File: src/hdl/kv_workload_draw_sampler_assert.svh
// ----------------------------------------------------------------------------
// Assertion macros for the workload draw sampler
// Each check fires on the rising edge of clk and is held off while rst_n is
// low. In synthesis the macros expand to nothing.
// ----------------------------------------------------------------------------
`ifndef KV_WORKLOAD_DRAW_SAMPLER_ASSERT_SVH
`define KV_WORKLOAD_DRAW_SAMPLER_ASSERT_SVH

`ifndef SYNTHESIS
// The condition must hold at every clock edge outside reset.
`define KVWDS_ASSERT_ALWAYS(lbl, cond, msg) \
    lbl: assert property (@(posedge clk) disable iff (!rst_n) (cond)) else $error(msg);
// When the trigger holds, the consequence must hold in the next cycle.
`define KVWDS_ASSERT_NEXT(lbl, trig, cons, msg) \
    lbl: assert property (@(posedge clk) disable iff (!rst_n) (trig) |=> (cons)) else $error(msg);
`else
`define KVWDS_ASSERT_ALWAYS(lbl, cond, msg)
`define KVWDS_ASSERT_NEXT(lbl, trig, cons, msg)
`endif

`endif

File: src/hdl/kvwds_ram.sv
// ----------------------------------------------------------------------------
// kvwds_ram
// Simple dual-port RAM: one write port, one read port, registered read data.
// ----------------------------------------------------------------------------
`default_nettype none

module kvwds_ram #(
    parameter int WIDTH = 8,
    parameter int DEPTH = 16
) (
    input  wire logic                     clk,
    input  wire logic                     we,
    input  wire logic [$clog2(DEPTH)-1:0] waddr,
    input  wire logic [WIDTH-1:0]         wdata,
    input  wire logic [$clog2(DEPTH)-1:0] raddr,
    output logic      [WIDTH-1:0]         rdata
);

    logic [WIDTH-1:0] mem [DEPTH];
    logic [WIDTH-1:0] rdata_reg;

    always_ff @(posedge clk)
    begin
        if (we)
        begin
            mem[waddr] <= wdata;
        end
        rdata_reg <= mem[raddr];
    end

    assign rdata = rdata_reg;

endmodule

`default_nettype wire

File: config.mk
export PLATFORM = sky130hd
export DESIGN_NAME = kvwds_ram
export DESIGN_NICKNAME = d
export VERILOG_FILES = /design/src/hdl/kv_workload_draw_sampler_assert.svh /design/src/hdl/kvwds_ram.sv
export SDC_FILE = /design/constraint.sdc
export NUM_CORES = 1
export LEC_CHECK = 0
export BUFFER_PORTS_ARGS = -buffer_cell sky130_fd_sc_hd__clkbuf_2
export CORE_MARGIN = 2
export CORE_UTILIZATION = 57
export CTS_CLUSTER_DIAMETER = 40
export CTS_CLUSTER_SIZE = 12
export DETAILED_ROUTE_END_ITERATION = 12
export PLACE_DENSITY = 0.78
export SLEW_MARGIN = 25
export SYNTH_ARGS = -nofsm -noshare
export SYNTH_HDL_FRONTEND = slang
export SYNTH_SLANG_ARGS = --single-unit
File: constraint.sdc
create_clock -name clk -period 4.35 [get_ports clk]
set_input_delay 0.435 -clock clk [delete_from_list [all_inputs] [get_ports clk]]
set_output_delay 0.435 -clock clk [all_outputs]
set_load 0.01 [all_outputs]
-- After elaboration in Yosys (flattened, before gate mapping)
Memory sizes are Yosys's and may differ from the RTL's. A register that Yosys moved wholly into a read port is not among the register bits.
Index checks and enable logic that the tools add are counted.
- mux-type cells: 2
- operator list (operator ; number):
    $mux W1 ; 2
- output and inout port bits: 8
- memories kept: 1
- bits in registers: 0
- input bits: 18
- logic and storage cells: 3
- memory bits (writable): 128
- memories (memory ; words ; width ; rd ports ; clocked after Yosys merged registers in ; write ports ; line ; RTL):
    mem ; 16 ; 8 ; 1 ; 1 ; 1 ; kvwds_ram.sv:19 ; logic [WIDTH-1:0] mem [DEPTH];

-- Logic depth before layout (Yosys ltp)
Gate-level depths: netlist of run 1.
- word-level depth: 2
- depth in mapped cells: 5
- mapped depth without buffers: 3

-- Worst setup path after synthesis of run 1
Ideal clock, no wire load.
- path kind: input-to-reg
- from: in waddr[2]
- to: mem mem[0][0], enable pin
- required time: 3967 ps
- setup slack: 2422 ps
- stages: 2
- arrival time: 1545 ps
- buffers on the path: 0
- library setup time: 383 ps
- cell sequence: or3b_2 nor3_1
- RTL lines (item ; line ; RTL):
    start: declaration ; kvwds_ram.sv:13 ; input wire logic [$clog2(DEPTH)-1:0] waddr,
    end: declaration ; kvwds_ram.sv:19 ;
No word-level cell before the write port.

==> results of run 1 <==
==> critical path, stage by stage <==
cell	delay (ps)
clkbuf_2	390
buf_4	440
mux4_1	630
a22oi_1	340
nand2_1	100
==> layout make-up <==
type	instances	area, µm²
repair buffers	29	155.1
multi-input cells	83	1062
clock buffers	19	431.7
well taps	108	135.1
fillers	492	2684
clock inverters	13	249.0
flip-flops and latches	136	4004
==> layout by cell type, fill, tap and decap left out <==
cell type   Yosys  final
edfxtp_1      128    128
nor2b_1         1      1
nand2b_1        2      2
and2_1          1      1
nor3_1          4      3
clkinvlp_4      0      3
and2b_1         1      1
inv_6           0      1
mux4_1         14     14
nor3_2          0      1
a22oi_1        16     16
buf_4           1      4
bufinv_16       0      7
nor2_1         13     13
nand2_1         9      9
clkbuf_1        0      1
mux4_2         18     18
nand3b_1        2      2
clkbuf_16       0     16
or3b_2          1      1
nand3_1         1      1
dfxtp_1         8      8
clkinv_1        0      2
clkbuf_8        0      2
clkbuf_2        0     25
==> synthesized netlist by cell type <==
cell / number
a22oi_1: 16
nand3b_1: 2
buf_2: 3
nor3_1: 4
buf_4: 1
nand2b_1: 2
nor2b_1: 1
and2b_1: 1
mux4_1: 14
dfxtp_1: 8
mux4_2: 18
clkdlybuf4s25_2: 3
buf_6: 3
nor2_1: 13
or3b_2: 1
and2_1: 1
nand3_1: 1
nand2_1: 9
edfxtp_1: 128
==> routing by layer <==
metal	routed length, µm	global-route usage (%)	up-vias
li1	-	-	1049
met1	4141	31.20	1243
met2	4879	34.36	123
met3	681	6.950	15
met4	197	7.271	0
met5	0	0	-
==> path summary, 6_finish.rpt <==
path / start / to / slack [ps] / cells after the start
setup / recovery: raddr[0] / rdata[3] / 2380 / 5
setup reg to reg: mem[1][5] / rdata[5] / 2910 / 3
hold reg to reg: mem[12][2] / rdata[2] / 680 / 3
hold / removal: wdata[7] / mem[1][7] / 350 / 1
==> cell families after synthesis <==
family	count (synthesis)	share of synthesized area, %
AO/OA/AOI/OAI	16	2.334
flip-flops	136	77.78
AND/OR/NAND/NOR	35	3.184
buffers and inverters	10	1.677
multiplexers	32	15.02
==> power groups by stage <==
stage	clock network, mW	logic (mW)	registers [mW]
2_1_floorplan	0	0.0744	1.50
3_3_place_gp	0	0.125	1.50
3_5_place_dp	0	0.131	1.50
4_1_cts	1.65	0.132	1.48
5_1_grt	1.71	0.142	1.48
6_report	1.64	0.131	1.48
==> metrics.md, run 1 <==
| Metric | Value |
|---|---|
| CTS tree | `done` |
| Final hold vios | `0` |
| Vias per inst | `around 6.3` |
| Sequential fraction of the synthesis area | `between 70 and 80%` |
| Peak supply drop | `approximately 0.00033 V` |
| Via count | `roughly 2400` |
| Finished Layout Cells | `roughly 390` |
| CTS Root Cell | `clkbuf_8` |
| Yosys reg bits | `~140` |
| Reg clk slew, reported paths | `roughly 60 ps` |
| Largest net degree at the start of global routing | `33` |
| Setup violators final | `0` |
| Htree depth | `4` |
| CP Max Fanout | `20` |
| Dpl cells | `between 300 and 400` |
| I/O pin total | `26` |
| Height of the die | `about 99 µm` |
| Initial Util | `59.02%` |
| Tot GR Track Use | `between 20% and 30%` |
| Final-stage net count | `285` |
| Switching Share | `roughly a fifth` |
| P_leak | `2.040 nW` |
| Die ar. | `between 9000 and 10000 µm²` |
| Critical Path Start Type | `primary input` |
| RSZ-0062 raised after global routing | `no` |
| Synth area leader | `edfxtp_1` |
| Hold Slack | `around 350 ps` |
| Vias in the first global route | `approximately 2500` |
| Flop pwr share | `45.5%` |
| Tcrit/Tclk final | `45.18%` |
| Area Growth Syn to Fin | `17.28%` |
| Final Util | `around 69%` |
| PortBufs | `25` |
| Max Clock Skew | `between 7 and 8 ps` |
| Gate power share | `about 4%` |
| Overall power | `approximately 3.2 mW` |
| Post-Syn Nets | `around 250` |
| Min-Delay Path Class | `in2reg` |
| Achievable Freq | `between 500 and 600 MHz` |
| Unique cell type count in the Yosys netlist | `19` |
| Core area | `8721 µm²` |
| Setup slack after layout | `2385 ps` |
| CTS Hold Bufs | `0` |
| Cell area after synthesis | `5147 µm²` |
| Detailed Routing Iterations Pass 1 | `4` |
| Internal | `around 2.6 mW` |
| Initial DRC Count | `329` |
| Worst EP required | `~4700 ps` |
| Max reg flops | `roughly 130` |
| Max cap viols | `0` |
| Crit. End Element | `flip-flop` |
| Ant diodes | `0` |
| Place WS | `approximately 1800 ps` |
| Cell Rows | `34` |
| First-pass GRT wire length | `~15000 µm` |
| Final wirelength | `about 9900 µm` |
| Wire per inst | `25.51 µm` |
| Synth warn | `0` |
| Cell count after synthesis | `229` |
| Layout cells sized above 1 | `27.86%` |
| Slew @ Worst Pin | `~950 ps` |
| Clock power frac | `about half` |
| Initial antenna violation count | `0` |
| Status | `finished, final reports clean` |
| Synth area leaders | `edfxtp_1 (75%), mux4_2 (7.9%), mux4_1 (7.1%)` |
| Cell Area, Placed | `approximately 5400 µm²` |
| Final Slew Violations | `0` |
| Residual DRC count | `0` |
| Setup Fix Bufs, Post-CTS | `0` |
| # clock sinks | `approximately 140` |
| Worst-skew pair later-pin latency | `510 ps` |
| Final TNS setup | `0 ps` |
| Post-route ant nets | `0` |
| Switching pwr | `0.6076 mW` |
| Grt ovf | `0` |
| Tmin final | `1965 ps` |
| PostCTS Resize Cnt | `0` |
| P per Cell Area | `537.3 nW/µm²` |
| Final HPWL DP | `5846 µm` |
| Synth top area share | `roughly 75%` |
| Mean Syn Cell Area | `approximately 22 µm²` |
| Setup Crit Path Kind | `in2reg` |
| Clock buffer count from CTS | `17` |
| CTS max path bufs | `2` |
| Finished Cell Area | `between 6000 and 7000 µm²` |
| Die X | `99.03 µm` |
| RePlAce Congestion | `about 0.76` |
| Critical Path AT | `approximately 2400 ps` |
| Rel. slew slack | `roughly 37%` |
No activity file was read; power rests on OpenSTA's default activity.
==> inputs of run 2 (changes only) <==
==> constraint.sdc (replaced) <==
create_clock -name clk -period 1.9 [get_ports clk]
set_input_delay 0.19 -clock clk [delete_from_list [all_inputs] [get_ports clk]]
set_output_delay 0.19 -clock clk [all_outputs]
set_load 0.01 [all_outputs]
==> run 2 against run 1 <==
Total power grew 120%. Critical path depth shrank 2. Wire length shrank 4.1%. Die area is the same.
==> metrics.md, run 2 (synthesized netlist as in run 1, its figures left out) <==
| Metric | Value |
|---|---|
| Reg clk slew, reported paths | `60 ps (about the same)` |
| Reg2reg setup slack | `520 ps (-2390 ps)` |
| Tot GR Track Use | `21.34% (-0.99 points)` |
| Initial antenna violation count | `0 (unchanged)` |
| Crit-path cells | `mux4_1 -> a22oi_1 -> nand2_1` |
| Critical Path Start Type | `flip-flop` |
| Layout cells sized above 1 | `31.76% (+3.9 points)` |
| CTS tree | `done` |
| CTS Root Cell | `clkbuf_8` |
| Max reg flops | `128 (unchanged)` |
| Setup violators final | `0 (unchanged)` |
| Tcrit/Tclk final | `between 70 and 80%` |
| PortBufs | `25 (unchanged)` |
| Crit. End Element | `flip-flop` |
| Vias per inst | `5.993 (-4.3%)` |
| Max Clock Skew | `8.361 ps (+0.8733 ps)` |
| CTS max path bufs | `2 (unchanged)` |
| Achievable Freq | `about 720 MHz` |
| Die X | `99.03 µm (unchanged)` |
| Critical Path AT | `1780 ps (-570 ps)` |
| Commonest non-fill, non-tap cell in the layout | `edfxtp_1` |
| Area Growth Syn to Fin | `18.89%` |
| P per Cell Area | `1156 nW/µm² (+120%)` |
| RSZ-0062 raised after global routing | `no` |
| Most frequent cells in the layout | `edfxtp_1 (128), clkbuf_2 (25), mux4_2 (18), buf_4 (18)` |
| Cell Rows | `34 (unchanged)` |
| Initial Util | `59.02% (unchanged)` |
| Slew @ Worst Pin | `586.7 ps (-358.7 ps)` |
| Place WS | `239.9 ps (-1592 ps)` |
| Wire per inst | `23.51 µm (-7.9%)` |
| Clock buffer count from CTS | `17 (unchanged)` |
| Setup Crit Path Kind | `reg2reg` |
| CTS Hold Bufs | `0 (unchanged)` |
| Slowest-stage cell, CP | `mux4_1` |
| Htree depth | `4 (unchanged)` |
| Final hold vios | `0 (unchanged)` |
| CP Max Fanout | `1 (-95%)` |
| Setup Fix Bufs, Post-CTS | `0 (unchanged)` |
| Residual DRC count | `0 (unchanged)` |
| Ant diodes | `0 (unchanged)` |
| Final TNS setup | `0 ps (unchanged)` |
| RePlAce Congestion | `0.7825 (+2.4%)` |
| I/O pin total | `26 (unchanged)` |
| Max cap viols | `0 (unchanged)` |
| Setup slack after layout | `518.8 ps (-1866 ps)` |
| Vias in the first global route | `2512 (+0.64%)` |
| Final wirelength | `9497 µm (-4.1%)` |
| Peak supply drop | `0.0005816 V (+78%)` |
| Slowest stage delay, CP | `510 ps (-120 ps)` |
| Post-route ant nets | `0 (unchanged)` |
| Core area | `8721 µm² (unchanged)` |
| Critical path's top delay family | `multiplexers` |
| Detailed Routing Iterations Pass 1 | `5 (+1)` |
| Via count | `2421 (-0.37%)` |
| Initial DRC Count | `209 (-36%)` |
| Worst-skew pair later-pin latency | `510 ps (about the same)` |
| Height of the die | `99.03 µm (unchanged)` |
| Status | `finished, final reports clean` |
| Final-stage net count | `301 (+5.6%)` |
| First-pass GRT wire length | `14680 µm (-2.7%)` |
| Final Slew Violations | `0 (unchanged)` |
| Largest net degree at the start of global routing | `33 (unchanged)` |
| Die ar. | `9807 µm² (unchanged)` |
| Rel. slew slack | `60.74% (+24 points)` |
| Overall power | `7.075 mW (+120%)` |
| P_leak | `2.111 nW (+3.5%)` |
| Grt ovf | `0 (unchanged)` |
| # clock sinks | `136 (unchanged)` |
| Worst EP required | `2300 ps (-2440 ps)` |
| Tmin final | `between 1000 and 1500 ps` |
| Final HPWL DP | `5926 µm (+1.4%)` |
| PostCTS Resize Cnt | `0 (unchanged)` |
| Buf+Inv Stages, Crit Path | `0 (-2)` |
| Min-Delay Path Class | `in2reg` |
==> run 2: cell types whose count changed in the layout (fill, tap and decap cells not counted), moves of 2 or more <==
cell / delta
clkinv_2: +4
bufinv_16: -2
buf_4: +14
buf_12: +2
==> run 2: worst paths after layout <==
| path | startpoint | endpoint | cells past startpoint |
|---|---|---|---|
| setup / recovery | mem[0][3] | rdata[3] | 3 |
| hold / removal | wdata[0] | mem[7][0] | 1 |
| setup reg to reg | mem[0][3] | rdata[3] | 3 |
| hold reg to reg | mem[12][5] | rdata[5] | 3 |
==> run 2: area by class of cell <==
cell class              count  area, µm²
clock buffers              18      417.9
clock inverters            14      205.2
fillers                   502       2601
multi-input cells          83       1057
flip-flops and latches    136       4004
well taps                 108      135.1
repair buffers             45      300.3
==> run 2: power by group <==
group          total (mW)  switching, mW  leakage (nW)  internal (mW)
logic               0.313          0.177         0.589          0.135
clock network        3.39           1.14         0.298           2.25
registers            3.38         0.0205          1.22           3.36
total                7.08           1.34          2.11           5.74
==> run 2: metal layers <==
metal	vias to the layer above	part of all wire, %	global-route usage (%)
li1	1085	-	-
met1	1252	42	29.21
met4	0	1.5	7.587
met5	-	0	0
met3	11	5.0	4.752
met2	73	52	34.51
==> run 2: metrics by stage <==
| stage | utilization (%) | area [µm²] | hold slack, ps | std cells |
|---|---|---|---|---|
| after floorplan | - | 5147 | 288.9 | 229 |
| after global placement | 63.03 | 5497 | 578.2 | 372 |
| after detailed placement | 63.03 | 5497 | 578.3 | 372 |
| after CTS | 70.17 | 6120 | 73.57 | 404 |
| after global routing | 70.17 | 6120 | 126.6 | 404 |
| final | 70.17 | 6120 | 87.24 | 404 |
==> run 2: worst reg2reg max path, cell delays in order (launching register included) <==
cell      delay [ps]
edfxtp_1         370
mux4_1           510
a22oi_1          290
nand2_1           90
==> inputs of run 3 (changes only) <==
==> constraint.sdc (replaced) <==
create_clock -name clk -period 1.3 [get_ports clk]
set_input_delay 0.13 -clock clk [delete_from_list [all_inputs] [get_ports clk]]
set_output_delay 0.13 -clock clk [all_outputs]
set_load 0.01 [all_outputs]
==> run 3 against run 2 <==
The flow now finishes with violations (negative setup slack). First-iteration DRC count grew 52%. Via count grew 7.6%. Cell count grew 2.2%. Sequential power grew 46%. Total power grew 54%. Utilization grew 1.9 points. Sequential share of layout area shrank 1.7 points. Highest routed layer unchanged. Flip-flop and latch count is the same. Design area grew 2.7%. Critical endpoint is now rdata[0]. Non-clock buffer count grew 10.
==> metrics.md, run 3 (synthesized netlist as in run 1, its figures left out) <==
| Metric | Value |
|---|---|
| Status | `finished with violations` |
| Failing checks | `negative setup slack` |
| Critical Path AT | `1730 ps (-50 ps)` |
| Via count | `2606 (+7.6%)` |
| Slew @ Worst Pin | `1035 ps (+448.1 ps)` |
| Reg clk slew, reported paths | `60 ps (about the same)` |
| Core area | `8721 µm² (unchanged)` |
| Max cap viols | `0 (unchanged)` |
| Final wirelength | `11010 µm (+16%)` |
| Metal3 WL | `902 µm (+90%)` |
| Cell Area, Placed | `5599 µm² (+1.9%)` |
| Finished Layout Cells | `413 (+2.2%)` |
| Area Growth Syn to Fin | `22.14%` |
| Initial DRC Count | `317 (+52%)` |
| Tot GR Track Use | `24.44% (+3.1 points)` |
| Setup Crit Path Kind | `reg2reg` |
| First-pass GRT wire length | `16550 µm (+13%)` |
| Grt ovf | `0 (unchanged)` |
| RePlAce Congestion | `0.8045 (+2.8%)` |
| Min-Delay Path Class | `in2reg` |
| CTS tree | `done` |
| Slowest stage delay, CP | `520 ps (about the same)` |
| Largest net degree at the start of global routing | `19 (-42%)` |
| Worst-skew pair later-pin latency | `510 ps (about the same)` |
| CTS Root Cell | `clkbuf_8` |
| Max Clock Skew | `8.085 ps (-0.2755 ps)` |
| Dpl cells | `382 (+2.7%)` |
| I/O pin total | `26 (unchanged)` |
| Crit. End Element | `flip-flop` |
| Height of the die | `99.03 µm (unchanged)` |
| PortBufs | `25 (unchanged)` |
| Peak supply drop | `0.0009159 V (+57%)` |
| Cell Rows | `34 (unchanged)` |
| CP Max Fanout | `1 (unchanged)` |
| Final HPWL DP | `6126 µm (+3.4%)` |
| Clock buffer count from CTS | `17 (unchanged)` |
| Vias per inst | `6.310 (+5.3%)` |
| Slowest-stage cell, CP | `mux4_1` |
| Residual DRC count | `0 (unchanged)` |
| Critical Path Start Type | `flip-flop` |
| Vias in the first global route | `2603 (+3.6%)` |
| Final Slew Violations | `0 (unchanged)` |
| P per Cell Area | `1735 nW/µm² (+50%)` |
| Final Util | `72.09% (+1.9 points)` |
| Htree depth | `4 (unchanged)` |
| Setup violators final | `4 (+4)` |
| Layout cells sized above 1 | `39.67% (+7.9 points)` |
| Initial Util | `59.02% (unchanged)` |
| Ant diodes | `0 (unchanged)` |
| Worst EP required | `1680 ps (-620 ps)` |
| Post-route ant nets | `0 (unchanged)` |
| CTS max path bufs | `2 (unchanged)` |
| Wire per inst | `26.66 µm (+13%)` |
| Tcrit/Tclk final | `103.8% (+31 points)` |
| RSZ-0062 raised after global routing | `yes` |
| Min-Delay Path Depth | `1 (unchanged)` |
| Final-stage net count | `311 (+3.3%)` |
| Initial antenna violation count | `0 (unchanged)` |
| Die ar. | `9807 µm² (unchanged)` |
| Most frequent cells in the layout | `edfxtp_1 (128), buf_4 (27), mux4_2 (25), clkbuf_2 (25), clkbuf_16 (16)` |
| Final hold vios | `0 (unchanged)` |
| Final TNS setup | `-80.42 ps (-80.42 ps)` |
| Achievable Freq | `740.8 MHz (+2.3%)` |
| Top routing layer in use | `met4` |
| Metal2 WL | `5451 µm (+11%)` |
| Finished Cell Area | `6287 µm² (+2.7%)` |
| Commonest non-fill, non-tap cell in the layout | `edfxtp_1` |
| Post-Route M1 WL | `4524 µm (+13%)` |
| Crit-path cells | `mux4_1 -> a22oi_1 -> nand2_1` |
| Max reg flops | `128 (unchanged)` |
| Detailed Routing Iterations Pass 1 | `5 (unchanged)` |
| Worst R2R Path Depth | `3 (unchanged)` |
| Setup slack after layout | `-49.97 ps (-568.7 ps)` |
| Setup Fix Bufs, Post-CTS | `0 (unchanged)` |
| Die X | `99.03 µm (unchanged)` |
| # clock sinks | `136 (unchanged)` |
| P_leak | `2.164 nW (+2.5%)` |
| Rel. slew slack | `30.75% (-30 points)` |
| Tmin final | `1350 ps (-31.26 ps)` |
run 3: cell count changes in the layout (fill, tap and decap cells not counted), sizes merged:
cell	before	now
clkinv	6	3
clkinvlp	3	1
clkbuf	43	44
buf	20	30
bufinv	5	7
inv	0	1
run 3: worst paths after layout:
| check | from | end | slack [ps] |
|---|---|---|---|
| setup / recovery | mem[1][0] | rdata[0] | -50 |
| hold / removal | wdata[7] | mem[3][7] | 70 |
| setup reg to reg | mem[1][0] | rdata[0] | -50 |
| hold reg to reg | mem[15][3] | rdata[3] | 690 |
run 3: what timing repair did:
| action | in CTS | in global routing |
|---|---|---|
| gates resized for setup | 11 | 5 |
| endpoints found under the setup margin | 8 | 8 |
| pin swaps | 7 | 3 |
| hold buffers | 0 | 0 |
| hold endpoints to repair | 0 | 0 |
run 3: through the flow:
| step | power [mW] | setup WS [ps] | hold WS, ps |
|---|---|---|---|
| 6_report | 10.91 | -49.97 | 71.21 |
| 5_1_grt | 11.20 | -69.05 | 59.17 |
| 4_1_cts | 10.96 | -43.01 | 28.13 |
| 3_5_place_dp | 5.513 | -298.4 | 518.9 |
| 3_3_place_gp | 5.495 | -298.2 | 518.7 |
| 2_1_floorplan | 5.278 | -96.15 | 228.9 |
run 3: metal layers:
metal / vias to the layer above / global-route usage [%]
li1: 1099 / -
met1: 1326 / 35.18
met2: 168 / 37.47
met3: 13 / 7.234
met4: 0 / 6.533
met5: - / 0
run 3: power breakdown:
part	internal, mW	total [mW]	switching, mW
combinational	0.230	0.525	0.294
sequential	4.90	4.94	0.0362
clock	3.69	5.44	1.75
total	8.83	10.9	2.08
run 3: layout make-up:
cell class | count | area [µm²]
clock buffer | 19 | 421.7
clock inverter | 12 | 247.7
fill | 512 | 2434
multi-input combinational | 83 | 1091
sequential | 136 | 4004
tap | 108 | 135.1
timing repair buffer | 55 | 387.9
run 3: critical path: cells and delay by family, from the launching register on:
family	cells	cell delay, ps
AND/OR/NAND/NOR	1	100
flip-flops	1	370
multiplexers	1	520
AO/OA/AOI/OAI	1	230
